===== config.mk =====
export PLATFORM = sky130hd
export DESIGN_NAME = clock_divider_ratio_search
export DESIGN_NICKNAME = d
export VERILOG_FILES = /design/src/rtl/cdrs_pkg.sv /design/src/rtl/clock_divider_ratio_search.sv /design/src/rtl/cdrs_seq.sv
export SDC_FILE = /design/constraint.sdc
export NUM_CORES = 1
export LEC_CHECK = 0
export ABC_AREA = 1
export BUFFER_PORTS_ARGS = -buffer_cell sky130_fd_sc_hd__buf_2
export CAP_MARGIN = 0
export CORE_UTILIZATION = 60
export CTS_BUF_LIST = sky130_fd_sc_hd__clkbuf_8
export DETAILED_ROUTE_END_ITERATION = 6
export PLACE_DENSITY = 0.78
export REMOVE_ABC_BUFFERS = 1
export SYNTH_ARGS = -nofsm -noshare
export SYNTH_HDL_FRONTEND = slang
export SYNTH_SLANG_ARGS = --single-unit

===== constraint.sdc =====
create_clock -name clk -period 8.2 [get_ports clk]
set_input_delay 0.82 -clock clk [delete_from_list [all_inputs] [get_ports clk]]
set_output_delay 0.82 -clock clk [all_outputs]
set_load 0.1 [all_outputs]

===== src/rtl/cdrs_pkg.sv =====
// ----------------------------------------------------------------------------
// cdrs_pkg
// Shared types, constants and microprogram for the clock ratio search.
// ----------------------------------------------------------------------------
`default_nettype none

package cdrs_pkg;

    localparam int RATE_W   = 32;
    localparam int TARGET_W = 33;
    localparam int PLL_W    = 30;
    localparam int MULT_W   = 6;
    localparam int DIV_W    = 10;
    localparam int PLLP1_W  = 13;
    localparam int DIVP1_W  = 17;
    localparam int STEP_W   = 3;
    localparam int CNT_W    = 5;
    localparam int OUT_W    = 48;

    localparam logic [PLL_W-1:0]  PLL_REF_HZ   = PLL_W'(25000000);
    localparam logic [MULT_W-1:0] MULT_LOW     = MULT_W'(24);
    localparam logic [MULT_W-1:0] MULT_HIGH    = MULT_W'(36);
    localparam logic [PLL_W-1:0]  PLL_START_HZ = PLL_W'(25000000 * 24);
    localparam logic [PLL_W-1:0]  DIV_LOW      = PLL_W'(8);
    localparam logic [PLL_W-1:0]  DIV_HIGH     = PLL_W'(900);
    localparam logic [CNT_W-1:0]  DIV_LAST     = CNT_W'(PLL_W - 1);
    localparam logic [PLLP1_W-1:0] PLLP1_OFFSET = PLLP1_W'(512);
    localparam logic [DIVP1_W-1:0] DIVP1_OFFSET = DIVP1_W'(512);

    typedef enum logic [2:0] {
        ACT_NONE     = 3'd0,
        ACT_LOAD     = 3'd1,
        ACT_DIV_INIT = 3'd2,
        ACT_DIV_STEP = 3'd3,
        ACT_INC_MULT = 3'd4,
        ACT_FAIL     = 3'd5,
        ACT_PASS     = 3'd6
    } act_t;

    typedef enum logic [2:0] {
        COND_NEVER     = 3'd0,
        COND_IN_VALID  = 3'd1,
        COND_ZERO      = 3'd2,
        COND_DIV_DONE  = 3'd3,
        COND_MATCH     = 3'd4,
        COND_MULT_MORE = 3'd5,
        COND_OUT_FREE  = 3'd6
    } cond_t;

    localparam logic [STEP_W-1:0] S_WAIT  = STEP_W'(0);
    localparam logic [STEP_W-1:0] S_ZERO  = STEP_W'(1);
    localparam logic [STEP_W-1:0] S_DINIT = STEP_W'(2);
    localparam logic [STEP_W-1:0] S_DSTEP = STEP_W'(3);
    localparam logic [STEP_W-1:0] S_CHECK = STEP_W'(4);
    localparam logic [STEP_W-1:0] S_NEXT  = STEP_W'(5);
    localparam logic [STEP_W-1:0] S_FAIL  = STEP_W'(6);
    localparam logic [STEP_W-1:0] S_PASS  = STEP_W'(7);

    typedef struct packed {
        act_t              act;
        cond_t             cond;
        logic [STEP_W-1:0] target;
        logic              hold;
    } ctrl_t;

    typedef struct packed {
        logic in_valid;
        logic zero;
        logic div_done;
        logic match;
        logic mult_more;
        logic out_free;
    } flags_t;

    function automatic ctrl_t ucode(input logic [STEP_W-1:0] step);
        ctrl_t w;
        begin
            case (step)
                S_WAIT:  w = '{ACT_LOAD,     COND_IN_VALID,  S_ZERO,  1'b1};
                S_ZERO:  w = '{ACT_NONE,     COND_ZERO,      S_FAIL,  1'b0};
                S_DINIT: w = '{ACT_DIV_INIT, COND_NEVER,     S_WAIT,  1'b0};
                S_DSTEP: w = '{ACT_DIV_STEP, COND_DIV_DONE,  S_CHECK, 1'b1};
                S_CHECK: w = '{ACT_NONE,     COND_MATCH,     S_PASS,  1'b0};
                S_NEXT:  w = '{ACT_INC_MULT, COND_MULT_MORE, S_DINIT, 1'b0};
                S_FAIL:  w = '{ACT_FAIL,     COND_OUT_FREE,  S_WAIT,  1'b1};
                S_PASS:  w = '{ACT_PASS,     COND_OUT_FREE,  S_WAIT,  1'b1};
                default: w = '{ACT_NONE,     COND_NEVER,     S_WAIT,  1'b0};
            endcase
            return w;
        end
    endfunction

endpackage

`default_nettype wire


===== src/rtl/clock_divider_ratio_search.sv =====
// ----------------------------------------------------------------------------
// clock_divider_ratio_search
// Finds the first PLL multiplier 24..36 whose 25 MHz multiple divided by twice
// the sample rate leaves no remainder and a quotient in 8..900, and encodes both values.
// ----------------------------------------------------------------------------
// Search: a zero rate fails without any division; otherwise each multiplier
//   tried runs one restoring division over the 30 PLL bits, until the first
//   match or until all 13 fail; a busy output side holds it at its result step.
// Throughput: one item at a time; the next item is taken once the sequencer
//   is back at its wait step, which it reaches at the edge that registers the result.
// Reset: asynchronous, clears the step counter and the output valid flag.
`default_nettype none

module clock_divider_ratio_search
(
    input  wire logic                         clk,
    input  wire logic                         rst_n,
    input  wire logic                         s_tvalid,
    output logic                              s_tready,
    input  wire logic [cdrs_pkg::RATE_W-1:0]  s_tdata,   // sample_rate_hz[31:0]
    output logic                              m_tvalid,
    input  wire logic                         m_tready,
    output logic [cdrs_pkg::OUT_W-1:0]        m_tdata,   // pll_multiplier[5:0],
                                                         // output_divider[15:6],
                                                         // pll_p1[28:16],
                                                         // divider_p1[45:29], zero pad
    output logic [0:0]                        m_tuser    // status[0]
);
    import cdrs_pkg::*;

    ctrl_t             ctrl;
    flags_t            flags;
    logic              cond_hit;
    logic [STEP_W-1:0] step;

    logic [TARGET_W-1:0] target_reg;
    logic [PLL_W-1:0]    pll_reg;
    logic [MULT_W-1:0]   mult_reg;
    logic [TARGET_W-1:0] rem_reg;
    logic [PLL_W-1:0]    quo_reg;
    logic [CNT_W-1:0]    cnt_reg;

    logic                out_valid_reg;
    logic                status_reg;
    logic [MULT_W-1:0]   res_mult_reg;
    logic [DIV_W-1:0]    res_div_reg;
    logic [PLLP1_W-1:0]  res_pllp1_reg;
    logic [DIVP1_W-1:0]  res_divp1_reg;

    logic [TARGET_W:0]   shifted;
    logic [TARGET_W:0]   trial;
    logic [PLLP1_W-1:0]  pllp1_val;
    logic [DIVP1_W-1:0]  divp1_val;

    cdrs_seq u_seq
    (
        .clk      (clk),
        .rst_n    (rst_n),
        .flags    (flags),
        .ctrl     (ctrl),
        .cond_hit (cond_hit),
        .step     (step)
    );

    assign s_tready = (step == S_WAIT);

    assign shifted = {rem_reg, quo_reg[PLL_W-1]};
    assign trial   = shifted - {1'b0, target_reg};

    assign pllp1_val = {mult_reg, 7'b0} - PLLP1_OFFSET;
    assign divp1_val = {quo_reg[DIV_W-1:0], 7'b0} - DIVP1_OFFSET;

    always_comb
    begin
        flags.in_valid  = s_tvalid;
        flags.zero      = (target_reg == '0);
        flags.div_done  = (cnt_reg == DIV_LAST);
        flags.match     = (rem_reg == '0) && (quo_reg >= DIV_LOW) && (quo_reg <= DIV_HIGH);
        flags.mult_more = (mult_reg != MULT_HIGH);
        flags.out_free  = !out_valid_reg || m_tready;
    end

    always_ff @(posedge clk)
    begin
        case (ctrl.act)
            ACT_LOAD:
            begin
                if (cond_hit)
                begin
                    target_reg <= {s_tdata, 1'b0};
                    pll_reg    <= PLL_START_HZ;
                    mult_reg   <= MULT_LOW;
                end
            end
            ACT_DIV_INIT:
            begin
                rem_reg <= '0;
                quo_reg <= pll_reg;
                cnt_reg <= '0;
            end
            ACT_DIV_STEP:
            begin
                if (!trial[TARGET_W])
                begin
                    rem_reg <= trial[TARGET_W-1:0];
                    quo_reg <= {quo_reg[PLL_W-2:0], 1'b1};
                end
                else
                begin
                    rem_reg <= shifted[TARGET_W-1:0];
                    quo_reg <= {quo_reg[PLL_W-2:0], 1'b0};
                end
                cnt_reg <= cnt_reg + CNT_W'(1);
            end
            ACT_INC_MULT:
            begin
                pll_reg  <= pll_reg + PLL_REF_HZ;
                mult_reg <= mult_reg + MULT_W'(1);
            end
            ACT_FAIL:
            begin
                if (cond_hit)
                begin
                    status_reg    <= 1'b1;
                    res_mult_reg  <= '0;
                    res_div_reg   <= '0;
                    res_pllp1_reg <= '0;
                    res_divp1_reg <= '0;
                end
            end
            ACT_PASS:
            begin
                if (cond_hit)
                begin
                    status_reg    <= 1'b0;
                    res_mult_reg  <= mult_reg;
                    res_div_reg   <= quo_reg[DIV_W-1:0];
                    res_pllp1_reg <= pllp1_val;
                    res_divp1_reg <= divp1_val;
                end
            end
            default:
            begin
            end
        endcase
    end

    always_ff @(posedge clk or negedge rst_n)
    begin
        if (!rst_n)
            out_valid_reg <= 1'b0;
        else if (cond_hit && (ctrl.act == ACT_FAIL || ctrl.act == ACT_PASS))
            out_valid_reg <= 1'b1;
        else if (m_tready)
            out_valid_reg <= 1'b0;
    end

    assign m_tvalid   = out_valid_reg;
    assign m_tuser[0] = status_reg;
    assign m_tdata    = {2'b0, res_divp1_reg, res_pllp1_reg, res_div_reg, res_mult_reg};

    a_mult_range: assert property (@(posedge clk) disable iff (!rst_n)
        (step == S_DSTEP) |-> (mult_reg >= MULT_LOW && mult_reg <= MULT_HIGH))
        else $error("multiplier out of range during division");

    a_pass_fields: assert property (@(posedge clk) disable iff (!rst_n)
        (m_tvalid && !m_tuser[0]) |-> (m_tdata[5:0] >= MULT_LOW && m_tdata[5:0] <= MULT_HIGH
            && m_tdata[15:6] >= 10'd8 && m_tdata[15:6] <= 10'd900))
        else $error("passing result has fields out of range");

    a_fail_fields: assert property (@(posedge clk) disable iff (!rst_n)
        (m_tvalid && m_tuser[0]) |-> (m_tdata == '0))
        else $error("failing result has nonzero fields");

    a_accept_load: assert property (@(posedge clk) disable iff (!rst_n)
        (s_tvalid && s_tready) |=> (step == S_ZERO && mult_reg == MULT_LOW
            && pll_reg == PLL_START_HZ))
        else $error("accepted item did not start the search");

endmodule

`default_nettype wire


===== src/rtl/cdrs_seq.sv =====
// ----------------------------------------------------------------------------
// cdrs_seq
// Step counter and microprogram ROM with conditional jumps.
// ----------------------------------------------------------------------------
`default_nettype none

module cdrs_seq
(
    input  wire logic                   clk,
    input  wire logic                   rst_n,
    input  wire cdrs_pkg::flags_t       flags,
    output cdrs_pkg::ctrl_t             ctrl,
    output logic                        cond_hit,
    output logic [cdrs_pkg::STEP_W-1:0] step
);
    import cdrs_pkg::*;

    logic [STEP_W-1:0] step_reg;
    logic [STEP_W-1:0] step_next;

    assign ctrl = ucode(step_reg);
    assign step = step_reg;

    always_comb
    begin
        case (ctrl.cond)
            COND_NEVER:     cond_hit = 1'b0;
            COND_IN_VALID:  cond_hit = flags.in_valid;
            COND_ZERO:      cond_hit = flags.zero;
            COND_DIV_DONE:  cond_hit = flags.div_done;
            COND_MATCH:     cond_hit = flags.match;
            COND_MULT_MORE: cond_hit = flags.mult_more;
            COND_OUT_FREE:  cond_hit = flags.out_free;
            default:        cond_hit = 1'b0;
        endcase
    end

    always_comb
    begin
        if (cond_hit)
            step_next = ctrl.target;
        else if (ctrl.hold)
            step_next = step_reg;
        else
            step_next = step_reg + STEP_W'(1);
    end

    always_ff @(posedge clk or negedge rst_n)
    begin
        if (!rst_n)
            step_reg <= S_WAIT;
        else
            step_reg <= step_next;
    end

endmodule

`default_nettype wire

==> flow_summary.yaml <==
die:
  initial_utilization: 0.616
  placeable_area_sq_um: 17300
  die_width_um: 135
  placementRows: 48
  die-area_sq_um: 18300
  die_h_um: 135
  num_io_pins: 87
place:
  port-buffer-count: 70
  placed_cell_area_sq_um: 11100
  hpwlAfterDp_mm: 18.7
  gp_congestion: 0.993
  dp_cells: 1644
  preCtsSetupSlack_ps: 4460
yosys:
  synth_area_leaders: "edfxtp_1 45%, nand2_1 14%, inv_1 7.5%"
  netlist.area_leader.share: 0.448
  synth.yosys.seq_area_share: 0.457
  yosysWarnings: 0
  mapped_cell_area_sq_um: 10700
  synth_async_sr_flop_share: 0.0245
  synth_top_area_cell: "edfxtp_1"
  synth.ff_latch_count: 163
  synth-edff-count: 159
  synth_top_flop_cell: "edfxtp_1"
  synth.lib_cells_used.distinct: 45
  syn-mean-instance-area_sq_um: 7.77
  syn-instance-count: 1372
route:
  drt-initial-drc-count: 637
  wl_final_mm: 24.9
  wl_met2_mm: 12.3
  met1_length_mm: 10.5
  drt-vias-per-instance: 5.25
  ant_nets: 0
  routed-via-count: 8799
  topRoutingLayerUsed: "met5"
  first_pass_iters: 5
  drc: 0
  route.met3.wl_mm: 1.24
  average_wire_length_per_cell_after_detail_routing_um: 14.8
power_and_ir_drop:
  intPower_mw: 1.14
  seqPwrFrac: 0.589
  peakVddDrop_v: 0.0000958
  p_sw_uw: 394
  powerDensity_nw_per_um2: 134
  cellLeakagePower_nw: 5.85
  switching_share: 0.258
  power.total_mw: 1.53
  power.combinational.fraction: 0.027
  clock_power_share: 0.385
global_route:
  grt_antenna_before_repair: 1
  grt_pass1_vias: 8541
  groute.usage.overall: 0.289
  grt_max_degree: 69
  grt_first_pass_wirelength_mm: 40.7
  grt-ovfl-total: 0
timing:
  fmax_mhz: 267
  unrepaired_setup_endpoints_after_global_routing: "no"
  tightest_slew_ps: 1110
  setup_viol_count_final: 0
  slew_headroom: 0.257
  timing.final.hold_violations: 0
  holdWs_ps: 141
  worst_clock_skew_ps: 18.6
  report.final.slew_viol_count: 0
  final.min_clock_period_ps: 3750
  setup_slack_ps: 4450
  setup_tns_ps: 0
  fin_crit_sh: 0.457
clocking:
  insertion_delay_ps: 480
  cts_max_level: 4
  cts-root-buf: "clkbuf_8"
  cts_sinks: 163
  tritoncts: "done"
  cts-root-to-sink-buffers: 2
  post_cts_resize_count: 0
  cts.clk_slew.worst_paths_ps: 100
  post_cts_buffers: 0
  cts.hold.buffers_added: 0
  cts_made_buffers: 17
layout:
  instances_no_fill: 1676
  antenna-diode-count: 0
  area.sequential_sq_um: 4870
  final_common_cell: "nand2_1"
  multi_input_comb_area_sq_um: 4700
  largest_register_ff_count: 33
  fillCellCount: 1534
  mostFrequentLayoutCells: "408 x nand2_1, 213 x inv_1, 192 x nor2_1, 159 x edfxtp_1, 70 x buf_2"
  post-route-cell-area_sq_um: 11500
  area_growth_from_synthesis_to_layout_pct: 7.61
  layout.nets: 1522
  layout.core_utilization: 0.663
  share_of_layout_cells_above_drive_strength_1: 0.113
setup_path:
  cp_cell_sequence: "inv_1 > ha_1 > nand2_2 > o21ai_0 > inv_1 > nand2_1 > clkinv_2 > nand3_1 > nand2_1 > nand2_1 > inv_1"
  setup.worst_path.end_class: "register"
  critical_path.max_stage_delay_ps: 980
  worst-endpoint-required_ps: 8450
  startpoint_type: "register"
  kind_of_cell_adding_the_most_delay_to_the_critical_path: "simple AND/OR/NAND/NOR gates"
  cp_num_buf_inv: 4
  worst_setup_path_startpoint: "u_seq.step[1]"
  crit_type: "register to register"
  crit-reg2reg-launch: "u_seq.step[1]"
  slack_of_the_worst_reg_to_reg_path_ps: 4450
  crit_fanout: 64
  timing.reg2reg.worst_path_depth: 11
  cp_slowest_cell: "clkinv_2"
  worst-endpoint-arrival_ps: 3990
  r2r_end: "rem_reg[32]"
run_status:
  outcome: "finished, final reports clean"
hold_path:
  worstHoldPathType: "input pin to async pin"
flow_run:
  max-cap-violations: 0
==> logic make-up after synthesis <==
group / after synthesis / synth area share
xor+xnor: 22 / 0.0181
compound gates: 115 / 0.0584
flops: 163 / 0.457
simple gates: 758 / 0.301
buf+inv: 265 / 0.108
fa+ha+maj: 48 / 0.0571
other cells: 1 / 0.000352
==> layer usage <==
layer  GRT usage  vias up
li1            -     4465
met1       0.354     4041
met2       0.503      239
met3      0.0509       52
met4       0.119        2
met5           0        -
==> synth_stat cells, types with 2 or more instances <==
library cell and count:
nor3_1 14, o21ai_1 9, edfxtp_1 159, nand2_4 2, a21oi_1 47, nand3b_1 7, nor2_2 15, xnor2_1 16
o21bai_1 5, nor4_1 3, dfrtp_1 4, a21boi_0 2, buf_2 12, nand2_2 20, inv_2 10, buf_4 20
inv_1 213, nand2_1 408, o21ai_0 42, a21oi_2 3, and3_1 2, o21a_1 2, buf_6 7, nand4_1 23
ha_1 47, and2_1 5, nand3_1 59, a21o_1 2, xor2_1 6, nor2_1 193
==> power groups by stage <==
stage               logic (mW)  registers (mW)  clock network, mW
floorplan               0.0316           0.920                  0
global placement        0.0406           0.920                  0
detailed placement      0.0408           0.920                  0
CTS                     0.0409           0.901              0.596
global route            0.0422           0.901              0.624
finish                  0.0408           0.901              0.589
==> area by class of cell <==
type	instances	share of cell area
inverter	225	0.0740
sequential	163	0.425
timing repair buffer	72	0.0319
clock buffer	17	0.0204
clock inverter	15	0.0141
tap	225	0.0246
multi-input combinational	959	0.410
==> worst reg2reg max path, stage by stage, from the launching register on <==
cell      delay (ps)
dfrtp_1          420
inv_1            130
ha_1             350
nand2_2          100
o21ai_0          120
inv_1             60
nand2_1          690
clkinv_2         980
nand3_1          460
nand2_1          100
nand2_1           80
inv_1             40
==> worst max path at each step <==
stage,endpoint,slack (ps),cells past startpoint
floorplan,rem_reg[30],3180,11
finish,rem_reg[32],4450,11
detailed placement,rem_reg[32],4460,11
global route,rem_reg[32],4090,11
global placement,rem_reg[30],4610,11
CTS,rem_reg[32],4460,11
(Power assumes the default switching activity.)
